--- src/rtl/indirect_block_map_walker_assert.svh ---
// Assertion macros for the indirect block map walker.
// Included by the top level; needs nothing else.
`ifndef INDIRECT_BLOCK_MAP_WALKER_ASSERT_SVH
`define INDIRECT_BLOCK_MAP_WALKER_ASSERT_SVH

// Check a consequence in the same cycle as its cause.
`define IBMW_ASSERT_SAME(label, clk, rst_n, ante, cons, msg) \
    label: assert property (@(posedge clk) disable iff (!rst_n) (ante) |-> (cons)) \
        else $error(msg);

// Check a consequence in the cycle after its cause.
`define IBMW_ASSERT_NEXT(label, clk, rst_n, ante, cons, msg) \
    label: assert property (@(posedge clk) disable iff (!rst_n) (ante) |=> (cons)) \
        else $error(msg);

`endif

--- src/rtl/ibmw_pkg.sv ---
// Shared types and codes for the indirect block map walker.
// No dependencies; imported by the top level.
`timescale 1ns / 1ps

package ibmw_pkg;

    localparam int WORD_W         = 32;
    localparam int ADDR_W         = 44;
    localparam int CFG_W          = 4;
    localparam int OP_W           = 3;
    localparam int SLOT_IN_W      = 4;
    localparam int KIND_W         = 3;
    localparam int STATUS_W       = 2;
    localparam int MIN_WORDS_LOG2 = 8;

    // Input operations
    localparam logic [OP_W-1:0] OP_SET_ROOT    = 3'd0;
    localparam logic [OP_W-1:0] OP_READ_ROOT   = 3'd1;
    localparam logic [OP_W-1:0] OP_LOOKUP      = 3'd2;
    localparam logic [OP_W-1:0] OP_LOOKUP_ALLOC = 3'd3;
    localparam logic [OP_W-1:0] OP_READ_RESP   = 3'd4;
    localparam logic [OP_W-1:0] OP_ALLOC_RESP  = 3'd5;

    // Result kinds
    localparam logic [KIND_W-1:0] KIND_DONE       = 3'd0;
    localparam logic [KIND_W-1:0] KIND_READ_WORD  = 3'd1;
    localparam logic [KIND_W-1:0] KIND_WRITE_WORD = 3'd2;
    localparam logic [KIND_W-1:0] KIND_ZERO_BLOCK = 3'd3;
    localparam logic [KIND_W-1:0] KIND_ALLOC_REQ  = 3'd4;
    localparam logic [KIND_W-1:0] KIND_ROOT_VALUE = 3'd5;

    // Done statuses
    localparam logic [STATUS_W-1:0] ST_OK         = 2'd0;
    localparam logic [STATUS_W-1:0] ST_NOT_MAPPED = 2'd1;
    localparam logic [STATUS_W-1:0] ST_NO_SPACE   = 2'd2;
    localparam logic [STATUS_W-1:0] ST_TOO_BIG    = 2'd3;

    typedef struct packed {
        logic [OP_W-1:0]      op;
        logic [SLOT_IN_W-1:0] slot;
        logic [WORD_W-1:0]    root_value;
        logic [WORD_W-1:0]    file_block_index;
        logic [WORD_W-1:0]    read_word;
        logic [WORD_W-1:0]    new_block;
    } in_item_t;

    typedef struct packed {
        logic [KIND_W-1:0]   kind;
        logic [ADDR_W-1:0]   word_address;
        logic [WORD_W-1:0]   write_word;
        logic [WORD_W-1:0]   block_number;
        logic [STATUS_W-1:0] status;
        logic                last;
    } out_item_t;

endpackage

--- src/rtl/indirect_block_map_walker.sv ---
// Top level of the indirect block map walker: root pointer memory, walk
// sequencer and output register. Depends on ibmw_pkg and the assertion header.
`timescale 1ns / 1ps
//
//  channel | handshake             | payload
//  --------+-----------------------+-------------------------------
//  in      | in_valid / in_stall   | in_item  (ibmw_pkg::in_item_t)
//  out     | out_valid / out_stall | out_item (ibmw_pkg::out_item_t)
//  cfg     | cfg_wr_en             | cfg_wr_data (words per block log2)
//
// One item at a time: each accepted item passes through the execute step;
// read root and lookups that fit add a root step for the registered root
// memory read; a granted allocator response adds a tail step with a root
// parent, and a zero step then a tail step with a table word parent. Reset
// clears the root valid bits at once, so no clearing pass. A stalled output
// holds the sequencer in its current step.

module indirect_block_map_walker #(
    parameter int DIRECT_SLOTS   = 12,
    parameter int MAX_WORDS_LOG2 = 12
) (
    input  logic                   clk,
    input  logic                   rst_n,
    input  logic                   in_valid,
    output logic                   in_stall,
    input  ibmw_pkg::in_item_t     in_item,
    output logic                   out_valid,
    input  logic                   out_stall,
    output ibmw_pkg::out_item_t    out_item,
    input  logic                   cfg_wr_en,
    input  logic [ibmw_pkg::CFG_W-1:0] cfg_wr_data
);

    import ibmw_pkg::*;

    localparam int ROOT_SLOTS = DIRECT_SLOTS + 3;
    localparam int SLOT_W     = $clog2(ROOT_SLOTS);
    localparam int OFF_W      = MAX_WORDS_LOG2;
    localparam int WPB_W      = $clog2(MAX_WORDS_LOG2 + 1);
    localparam int SHW        = WPB_W + 2;
    localparam int EW         = (3 * MAX_WORDS_LOG2 + 1 > 34) ? 3 * MAX_WORDS_LOG2 + 1 : 34;
    localparam int SH_W       = WORD_W + MAX_WORDS_LOG2;

    localparam logic [SLOT_W-1:0] SLOT_SINGLE = SLOT_W'(DIRECT_SLOTS);
    localparam logic [SLOT_W-1:0] SLOT_DOUBLE = SLOT_W'(DIRECT_SLOTS + 1);
    localparam logic [SLOT_W-1:0] SLOT_TRIPLE = SLOT_W'(DIRECT_SLOTS + 2);

    typedef enum logic [2:0] {
        S_IDLE,
        S_EXEC,
        S_ROOT,
        S_ZERO,
        S_TAIL
    } state_t;

    typedef enum logic [1:0] {
        PH_IDLE,
        PH_READ,
        PH_ALLOC
    } phase_t;

    // Registers and next values
    state_t                   state_reg, state_next;
    phase_t                   phase_reg, phase_next;
    in_item_t                 item_reg, item_next;
    logic [WPB_W-1:0]         wpb_reg, wpb_next;
    logic [1:0]               levels_left_reg, levels_left_next;
    logic [2:0][OFF_W-1:0]    offs_reg, offs_next;
    logic [ADDR_W-1:0]        parent_addr_reg, parent_addr_next;
    logic                     parent_root_reg, parent_root_next;
    logic [SLOT_W-1:0]        pend_slot_reg, pend_slot_next;
    logic                     alloc_mode_reg, alloc_mode_next;
    logic [SLOT_W-1:0]        lk_slot_reg, lk_slot_next;
    logic [1:0]               lk_k_reg, lk_k_next;
    logic                     tail_done_reg, tail_done_next;
    logic                     rd_hit_reg, rd_hit_next;
    logic [ROOT_SLOTS-1:0]    root_valid_reg, root_valid_next;
    logic                     out_valid_reg, out_valid_next;
    out_item_t                out_reg, out_next;

    // Root pointer memory
    logic [WORD_W-1:0]        root_mem [ROOT_SLOTS];
    logic [WORD_W-1:0]        rd_q_reg;
    logic                     mem_we;
    logic [SLOT_W-1:0]        mem_waddr;
    logic [WORD_W-1:0]        mem_wdata;
    logic                     mem_re;
    logic [SLOT_W-1:0]        mem_raddr;

    // Index decode
    logic [EW-1:0]            idx_e, per_e, sq_e, cu_e, lim1, lim2, lim3, r0, r1, r2, rsel;
    logic [SHW-1:0]           w2, w3;
    logic [OFF_W-1:0]         mask_off;
    logic                     dec_too_big;
    logic [1:0]               dec_k;
    logic [SLOT_W-1:0]        dec_slot;
    logic [2:0][OFF_W-1:0]    dec_offs;

    logic                     out_free;
    logic                     slot_ok;
    logic [1:0]               ll_dec;
    logic [WORD_W-1:0]        root_p;

    function automatic logic [ADDR_W-1:0] word_addr(input logic [WORD_W-1:0] blk,
                                                    input logic [OFF_W-1:0]  off,
                                                    input logic [WPB_W-1:0]  w);
        logic [SH_W-1:0] sh;
        sh = SH_W'(blk) << w;
        return ADDR_W'(sh) + ADDR_W'(off);
    endfunction

    function automatic logic [OFF_W-1:0] offset_for(input logic [1:0]            k,
                                                    input logic [2:0][OFF_W-1:0] o);
        logic [OFF_W-1:0] r;
        case (k)
            2'd0, 2'd1: r = o[0];
            2'd2:       r = o[1];
            default:    r = o[2];
        endcase
        return r;
    endfunction

    function automatic out_item_t mk_res(input logic [KIND_W-1:0]   kind,
                                         input logic [ADDR_W-1:0]   addr,
                                         input logic [WORD_W-1:0]   ww,
                                         input logic [WORD_W-1:0]   blk,
                                         input logic [STATUS_W-1:0] st,
                                         input logic                lst);
        out_item_t r;
        r.kind         = kind;
        r.word_address = addr;
        r.write_word   = ww;
        r.block_number = blk;
        r.status       = st;
        r.last         = lst;
        return r;
    endfunction

    // Split the file block index into tree, depth and per-level offsets
    always_comb
    begin
        idx_e    = EW'(item_reg.file_block_index);
        w2       = SHW'(wpb_reg) << 1;
        w3       = w2 + SHW'(wpb_reg);
        per_e    = EW'(1) << wpb_reg;
        sq_e     = EW'(1) << w2;
        cu_e     = EW'(1) << w3;
        lim1     = per_e | EW'(DIRECT_SLOTS);
        lim2     = sq_e | lim1;
        lim3     = cu_e | lim2;
        r0       = idx_e - EW'(DIRECT_SLOTS);
        r1       = idx_e - lim1;
        r2       = idx_e - lim2;
        mask_off = ~({OFF_W{1'b1}} << wpb_reg);
        dec_too_big = 1'b0;
        rsel     = r0;
        dec_k    = 2'd0;
        dec_slot = SLOT_W'(item_reg.file_block_index);
        if (idx_e < EW'(DIRECT_SLOTS))
        begin
            dec_k = 2'd0;
        end
        else if (idx_e < lim1)
        begin
            dec_k    = 2'd1;
            dec_slot = SLOT_SINGLE;
        end
        else if (idx_e < lim2)
        begin
            dec_k    = 2'd2;
            dec_slot = SLOT_DOUBLE;
            rsel     = r1;
        end
        else if (idx_e < lim3)
        begin
            dec_k    = 2'd3;
            dec_slot = SLOT_TRIPLE;
            rsel     = r2;
        end
        else
        begin
            dec_too_big = 1'b1;
        end
        dec_offs[0] = OFF_W'(rsel) & mask_off;
        dec_offs[1] = OFF_W'(rsel >> wpb_reg) & mask_off;
        dec_offs[2] = OFF_W'(rsel >> w2) & mask_off;
    end

    assign in_stall  = (state_reg != S_IDLE);
    assign out_valid = out_valid_reg;
    assign out_item  = out_reg;

    assign out_free = !out_valid_reg || !out_stall;
    assign slot_ok  = (item_reg.slot < SLOT_IN_W'(ROOT_SLOTS));
    assign ll_dec   = (levels_left_reg != 2'd0) ? levels_left_reg - 2'd1 : 2'd0;
    assign root_p   = rd_hit_reg ? rd_q_reg : '0;

    // Walk sequencer
    always_comb
    begin
        state_next       = state_reg;
        phase_next       = phase_reg;
        item_next        = item_reg;
        levels_left_next = levels_left_reg;
        offs_next        = offs_reg;
        parent_addr_next = parent_addr_reg;
        parent_root_next = parent_root_reg;
        pend_slot_next   = pend_slot_reg;
        alloc_mode_next  = alloc_mode_reg;
        lk_slot_next     = lk_slot_reg;
        lk_k_next        = lk_k_reg;
        tail_done_next   = tail_done_reg;
        root_valid_next  = root_valid_reg;
        mem_we           = 1'b0;
        mem_waddr        = pend_slot_reg;
        mem_wdata        = item_reg.new_block;
        mem_re           = 1'b0;
        mem_raddr        = lk_slot_reg;
        out_next         = out_reg;
        out_valid_next   = out_valid_reg && out_stall;

        // Configuration write, saturated into the supported range
        wpb_next = wpb_reg;
        if (cfg_wr_en)
        begin
            if (cfg_wr_data < MIN_WORDS_LOG2)
                wpb_next = WPB_W'(MIN_WORDS_LOG2);
            else if (cfg_wr_data > MAX_WORDS_LOG2)
                wpb_next = WPB_W'(MAX_WORDS_LOG2);
            else
                wpb_next = WPB_W'(cfg_wr_data);
        end

        case (state_reg)
            S_IDLE:
            begin
                if (in_valid)
                begin
                    item_next  = in_item;
                    state_next = S_EXEC;
                end
            end

            S_EXEC:
            begin
                if (out_free)
                begin
                    state_next = S_IDLE;
                    case (item_reg.op)
                        OP_SET_ROOT:
                        begin
                            if (slot_ok)
                            begin
                                mem_we    = 1'b1;
                                mem_waddr = SLOT_W'(item_reg.slot);
                                mem_wdata = item_reg.root_value;
                                root_valid_next[SLOT_W'(item_reg.slot)] = 1'b1;
                            end
                            out_valid_next = 1'b1;
                            out_next = mk_res(KIND_DONE, '0, '0, '0, ST_OK, 1'b1);
                        end

                        OP_READ_ROOT:
                        begin
                            mem_re     = 1'b1;
                            mem_raddr  = slot_ok ? SLOT_W'(item_reg.slot) : '0;
                            state_next = S_ROOT;
                        end

                        OP_LOOKUP, OP_LOOKUP_ALLOC:
                        begin
                            alloc_mode_next  = (item_reg.op == OP_LOOKUP_ALLOC);
                            parent_root_next = 1'b0;
                            phase_next       = PH_IDLE;
                            if (dec_too_big)
                            begin
                                out_valid_next = 1'b1;
                                out_next = mk_res(KIND_DONE, '0, '0, '0, ST_TOO_BIG, 1'b1);
                            end
                            else
                            begin
                                offs_next    = dec_offs;
                                lk_k_next    = dec_k;
                                lk_slot_next = dec_slot;
                                mem_re       = 1'b1;
                                mem_raddr    = dec_slot;
                                state_next   = S_ROOT;
                            end
                        end

                        OP_READ_RESP:
                        begin
                            if (phase_reg == PH_READ)
                            begin
                                levels_left_next = ll_dec;
                                out_valid_next   = 1'b1;
                                if (item_reg.read_word != '0)
                                begin
                                    if (ll_dec == 2'd0)
                                    begin
                                        phase_next = PH_IDLE;
                                        out_next = mk_res(KIND_DONE, '0, '0,
                                                          item_reg.read_word, ST_OK, 1'b1);
                                    end
                                    else
                                    begin
                                        // Descend: read the next level's pointer
                                        parent_addr_next = word_addr(item_reg.read_word,
                                                                     offset_for(ll_dec, offs_reg),
                                                                     wpb_reg);
                                        out_next = mk_res(KIND_READ_WORD, parent_addr_next,
                                                          '0, '0, ST_OK, 1'b1);
                                    end
                                end
                                else if (!alloc_mode_reg)
                                begin
                                    phase_next = PH_IDLE;
                                    out_next = mk_res(KIND_DONE, '0, '0, '0, ST_NOT_MAPPED, 1'b1);
                                end
                                else
                                begin
                                    parent_root_next = 1'b0;
                                    phase_next       = PH_ALLOC;
                                    out_next = mk_res(KIND_ALLOC_REQ, '0, '0, '0, ST_OK, 1'b1);
                                end
                            end
                        end

                        OP_ALLOC_RESP:
                        begin
                            if (phase_reg == PH_ALLOC)
                            begin
                                out_valid_next = 1'b1;
                                if (item_reg.new_block == '0)
                                begin
                                    phase_next = PH_IDLE;
                                    out_next = mk_res(KIND_DONE, '0, '0, '0, ST_NO_SPACE, 1'b1);
                                end
                                else
                                begin
                                    // Link the new block into its parent
                                    if (parent_root_reg)
                                    begin
                                        mem_we = 1'b1;
                                        root_valid_next[pend_slot_reg] = 1'b1;
                                        out_next = mk_res(KIND_ZERO_BLOCK, '0, '0,
                                                          item_reg.new_block, ST_OK, 1'b0);
                                        state_next = S_TAIL;
                                    end
                                    else
                                    begin
                                        out_next = mk_res(KIND_WRITE_WORD, parent_addr_reg,
                                                          item_reg.new_block, '0, ST_OK, 1'b0);
                                        state_next = S_ZERO;
                                    end
                                    // Finish, or step one level down into the fresh block
                                    if (levels_left_reg == 2'd0)
                                    begin
                                        tail_done_next = 1'b1;
                                        phase_next     = PH_IDLE;
                                    end
                                    else
                                    begin
                                        tail_done_next   = 1'b0;
                                        parent_addr_next = word_addr(item_reg.new_block,
                                                                     offset_for(levels_left_reg,
                                                                                offs_reg),
                                                                     wpb_reg);
                                        levels_left_next = levels_left_reg - 2'd1;
                                        parent_root_next = 1'b0;
                                    end
                                end
                            end
                        end

                        default:
                        begin
                            state_next = S_IDLE;
                        end
                    endcase
                end
            end

            S_ROOT:
            begin
                if (out_free)
                begin
                    state_next     = S_IDLE;
                    out_valid_next = 1'b1;
                    if (item_reg.op == OP_READ_ROOT)
                    begin
                        out_next = mk_res(KIND_ROOT_VALUE, '0, '0, root_p, ST_OK, 1'b1);
                    end
                    else
                    begin
                        levels_left_next = lk_k_reg;
                        if (root_p != '0)
                        begin
                            if (lk_k_reg == 2'd0)
                            begin
                                out_next = mk_res(KIND_DONE, '0, '0, root_p, ST_OK, 1'b1);
                            end
                            else
                            begin
                                parent_addr_next = word_addr(root_p,
                                                             offset_for(lk_k_reg, offs_reg),
                                                             wpb_reg);
                                phase_next = PH_READ;
                                out_next = mk_res(KIND_READ_WORD, parent_addr_next,
                                                  '0, '0, ST_OK, 1'b1);
                            end
                        end
                        else if (!alloc_mode_reg)
                        begin
                            out_next = mk_res(KIND_DONE, '0, '0, '0, ST_NOT_MAPPED, 1'b1);
                        end
                        else
                        begin
                            pend_slot_next   = lk_slot_reg;
                            parent_root_next = 1'b1;
                            phase_next       = PH_ALLOC;
                            out_next = mk_res(KIND_ALLOC_REQ, '0, '0, '0, ST_OK, 1'b1);
                        end
                    end
                end
            end

            S_ZERO:
            begin
                if (out_free)
                begin
                    out_valid_next = 1'b1;
                    out_next = mk_res(KIND_ZERO_BLOCK, '0, '0, item_reg.new_block, ST_OK, 1'b0);
                    state_next = S_TAIL;
                end
            end

            S_TAIL:
            begin
                if (out_free)
                begin
                    out_valid_next = 1'b1;
                    if (tail_done_reg)
                        out_next = mk_res(KIND_DONE, '0, '0, item_reg.new_block, ST_OK, 1'b1);
                    else
                        out_next = mk_res(KIND_ALLOC_REQ, '0, '0, '0, ST_OK, 1'b1);
                    state_next = S_IDLE;
                end
            end

            default:
            begin
                state_next = S_IDLE;
            end
        endcase

        // Capture the valid bit alongside the memory read
        rd_hit_next = rd_hit_reg;
        if (mem_re)
            rd_hit_next = (item_reg.op != OP_READ_ROOT || slot_ok) && root_valid_reg[mem_raddr];
    end

    // Hold state and registered outputs
    always_ff @(posedge clk or negedge rst_n)
    begin
        if (!rst_n)
        begin
            state_reg       <= S_IDLE;
            phase_reg       <= PH_IDLE;
            item_reg        <= '0;
            wpb_reg         <= WPB_W'(MIN_WORDS_LOG2);
            levels_left_reg <= '0;
            offs_reg        <= '0;
            parent_addr_reg <= '0;
            parent_root_reg <= 1'b0;
            pend_slot_reg   <= '0;
            alloc_mode_reg  <= 1'b0;
            lk_slot_reg     <= '0;
            lk_k_reg        <= '0;
            tail_done_reg   <= 1'b0;
            rd_hit_reg      <= 1'b0;
            root_valid_reg  <= '0;
            out_valid_reg   <= 1'b0;
            out_reg         <= '0;
        end
        else
        begin
            state_reg       <= state_next;
            phase_reg       <= phase_next;
            item_reg        <= item_next;
            wpb_reg         <= wpb_next;
            levels_left_reg <= levels_left_next;
            offs_reg        <= offs_next;
            parent_addr_reg <= parent_addr_next;
            parent_root_reg <= parent_root_next;
            pend_slot_reg   <= pend_slot_next;
            alloc_mode_reg  <= alloc_mode_next;
            lk_slot_reg     <= lk_slot_next;
            lk_k_reg        <= lk_k_next;
            tail_done_reg   <= tail_done_next;
            rd_hit_reg      <= rd_hit_next;
            root_valid_reg  <= root_valid_next;
            out_valid_reg   <= out_valid_next;
            out_reg         <= out_next;
        end
    end

    // Root pointer memory: one write port, one registered read port
    always_ff @(posedge clk)
    begin
        if (mem_we)
            root_mem[mem_waddr] <= mem_wdata;
        if (mem_re)
            rd_q_reg <= root_mem[mem_raddr];
    end

`include "indirect_block_map_walker_assert.svh"

    `IBMW_ASSERT_SAME(a_read_phase_depth, clk, rst_n, phase_reg == PH_READ, levels_left_reg != 2'd0, "read pending with no level left")
    `IBMW_ASSERT_SAME(a_tail_from_alloc, clk, rst_n, state_reg == S_ZERO || state_reg == S_TAIL, item_reg.op == OP_ALLOC_RESP, "allocation tail outside an allocator response")
    `IBMW_ASSERT_NEXT(a_more_after_nonlast, clk, rst_n, state_reg != S_IDLE && out_valid_next && !out_next.last && out_free, state_reg != S_IDLE, "input taken before the final transfer of an item")

endmodule

--- config.mk ---
export PLATFORM = sky130hd
export DESIGN_NAME = indirect_block_map_walker
export DESIGN_NICKNAME = d
export VERILOG_FILES = /design/src/rtl/ibmw_pkg.sv /design/src/rtl/indirect_block_map_walker.sv
export VERILOG_INCLUDE_DIRS = /design/src /design/src/rtl
export SDC_FILE = /design/constraint.sdc
export NUM_CORES = 2
export LEC_CHECK = 0
export ABC_AREA = 1
export BUFFER_PORTS_ARGS = -buffer_cell sky130_fd_sc_hd__buf_2
export CAP_MARGIN = 25
export CORE_UTILIZATION = 57
export DETAILED_ROUTE_END_ITERATION = 10
export PLACE_DENSITY_LB_ADDON = 0.1
export SETUP_SLACK_MARGIN = 0.3
export SYNTH_ARGS = -nofsm -noshare
export SYNTH_HDL_FRONTEND = slang
export SYNTH_SLANG_ARGS = --single-unit
--- constraint.sdc ---
create_clock -name clk -period 5.4 [get_ports clk]
set_input_delay 0.81 -clock clk [delete_from_list [all_inputs] [get_ports clk]]
set_output_delay 0.81 -clock clk [all_outputs]
set_load 0.02 [all_outputs]
==> impl_metrics.yaml <==
run_status:
  status: "finished clean"
route:
  drt-initial-drc-count: 8635
  antenna_left: 0
  vias_per_cell: 6.23
  routed_wl_um: 211000
  wire_per_inst_um: 24.8
  drc: 0
  via_count: 53000
  first_pass_iters: 9
timing:
  skew_ps: 51.4
  setup_tns_ps: 0
  drv_slew: 0
  fin_crit_ps: 4970
  whs_ps: 21.2
  period_share_pct: 92.0
  rsz0062_at_grt: "yes"
  hold_viol_final: 0
  setup_viol: 0
  max-slew-margin-rel_pct: 32.3
  setup_ws_ps: 432
  clock.fmax_mhz: 201
  worst_pin_slew_ps: 1000
final_layout:
  syn2layout_area_growth_pct: 15.6
  fillerInstances: 7857
  final_cell_mix: "1608 x nand2_1, 653 x inv_1, 524 x nor2_1"
  final_cells: 8506
  final_common_cell: "nand2_1"
  largest_reg_flops: 480
  final_core_util_pct: 66.7
  fin_nets: 7428
  drive_gt1_share_pct: 14.6
  diodes: 0
grt:
  grt_pass1_wl_um: 304000
  overflow: 0
  grt_pass1_vias: 48300
  antenna_found_initial: 7
  grt_usage_pct: 42.7
  grt_max_degree: 156
synth:
  yosys.area.top_type_share_pct: 28.5
  ys_seq_area_share_pct: 45.6
  synthFlopType: "edfxtp_1"
  syn_inst: 6793
  avgSynthCellArea_um2: 7.95
  synth_area_leaders: "edfxtp_1 28%, dfrtp_1 17%, nand2_1 11%, inv_1 4.6%, nand3_1 4.3%"
  syn_nets: 7045
  synth-seq-cells: 882
  synth_edf_count: 512
  synthesis.area_um2: 54000
  yosys_warnings: 0
  yosys.cell_types.count: 75
  yosysTopAreaCell: "edfxtp_1"
  async_flop_share_pct: 42.0
job:
  drv_cap: 0
floorplan:
  core.rowCount: 112
  die_y_um: 310
  start_util_pct: 57.7
  coreArea_um2: 93600
  fp.dieW_um: 310
  num_io_pins: 260
  die_area_um2: 96000
min_path:
  hold_path_class: "primary input to async pin"
placed_design:
  post-place-ws_ps: 201
  port_buffers: 259
  dp.cells: 8308
  place.gp.congestion: 1.10
  place_hpwl_um: 151000
clocking:
  hold_buffers: 0
  tritoncts_num_sinks: 882
  cts-root-buf: "clkbuf_16"
  clk_pin_slew_ps: 80
  cts_tree: "built"
  cts_buffers: 90
  cts.path.max_buffers: 3
  htreeDepth: 3
  clock_latency_ps: 710
worst_setup_path:
  endpoint_kind: "flop"
  cp-start-kind: "flop"
  crit_top_cell: "nand2_1"
  required_ps: 5840
  crit_fanout: 27
  path_class: "flop to flop"
  reg2reg_slack_ps: 430
  slowest_stage: "dfstp_4"
  critical-path-max-stage-delay_ps: 690
  arrival_ps: 5410
power:
  leakagePower_nw: 27.1
  power_density_nw_per_um2: 650
  ir_drop_mv: 0.592
-- area by class of cell --
class	count	area, um^2	share of cell area, %
Tap cell	1254	1570	2.51
Clock inverter	44	447	0.716
Clock buffer	124	2490	3.99
Timing Repair Buffer	655	5140	8.24
Multi-Input combinational cell	4844	25500	40.8
Sequential cell	882	24600	39.5
Inverter	703	2660	4.26
-- report_power, final --
part | switching (mW) | total (mW) | internal [mW]
combinational | 15.7 | 23.5 | 7.86
sequential | 1.50 | 10.8 | 9.26
clock | 2.83 | 6.29 | 3.47
-- worst max-delay path: cells and delay by family (launching register included) --
family | cells | cell delay, ps
compound gates | 1 | 140
fa+ha+maj | 1 | 360
buf+inv | 9 | 1410
flops | 1 | 690
simple gates | 17 | 2100
-- per-stage QoR --
step | power (mW) | area, um^2
3_3_place_gp | 32.4 | 58600
3_5_place_dp | 32.8 | 58700
6_report | 40.6 | 62400
2_1_floorplan | 24.0 | 54000
5_1_grt | 42.6 | 62400
4_1_cts | 39.1 | 61700
-- final timing paths --
| kind | startpoint | end | depth (start not counted) |
|---|---|---|---|
| max | wpb_reg[3] | rd_q_reg[18] | 28 |
| min in group clk | in_item[71] | idx_e[7] | 2 |
| max in group asynchronous | rst_n | out_item[43] | 2 |
| max reg2reg | wpb_reg[3] | rd_q_reg[18] | 28 |
| min | rst_n | idx_e[7] | 1 |
| min reg2reg | root_valid_reg[6] | root_valid_reg[6] | 1 |
-- timing repair --
item,4_1_cts,5_1_grt
setup endpoints to repair,36,114
pin swaps,0,9
buffers inserted,0,21
resized for setup,5,74
cloned,0,8
-- synthesized netlist by cell type, types with 8 or more instances --
cell type,count
dfrtp_1,369
mux2i_1,32
nand2_1,1617
o21bai_1,14
clkbuf_1,178
a21boi_0,10
a32oi_1,15
mux2_2,49
or2_1,13
o21ai_2,18
buf_2,105
nand4_1,51
clkinv_1,9
xor2_1,107
edfxtp_1,512
o21ai_0,403
o21a_1,12
o22ai_1,99
or2_2,23
nand2_2,8
nand3_1,465
nor3_2,11
buf_1,46
xnor2_1,53
nor2_2,13
a21o_1,17
o21ai_1,293
buf_4,8
nor2_4,11
a21oi_1,423
buf_6,25
nor3_1,57
nor4_1,12
o211ai_1,158
inv_1,657
nand3b_1,13
nor2_1,559
a31oi_1,81
a221oi_1,17
inv_2,37
ha_1,103
a22oi_1,8
-- cells by family after synthesis --
| logic type | count (synthesis) | synth area share, % |
|---|---|---|
| xor gates and xnor gates | 160 | 2.60 |
| AOI/OAI and AO/OA | 1608 | 17.0 |
| muxes | 81 | 1.62 |
| DFF | 882 | 45.6 |
| and+or+nand+nor | 2887 | 22.5 |
| adders and majority gates | 108 | 2.57 |
| buffers and inverters | 1067 | 8.09 |
-- metal layers --
layer	GRT usage, %	up-vias	part of all wire [%]
met5	0	-	0.023
met4	17.4	8	4.6
met3	12.4	609	14
met2	62.0	3638	42
met1	59.9	24900	39
li1	-	23900	-
No activity file was read; power rests on OpenSTA's default activity.
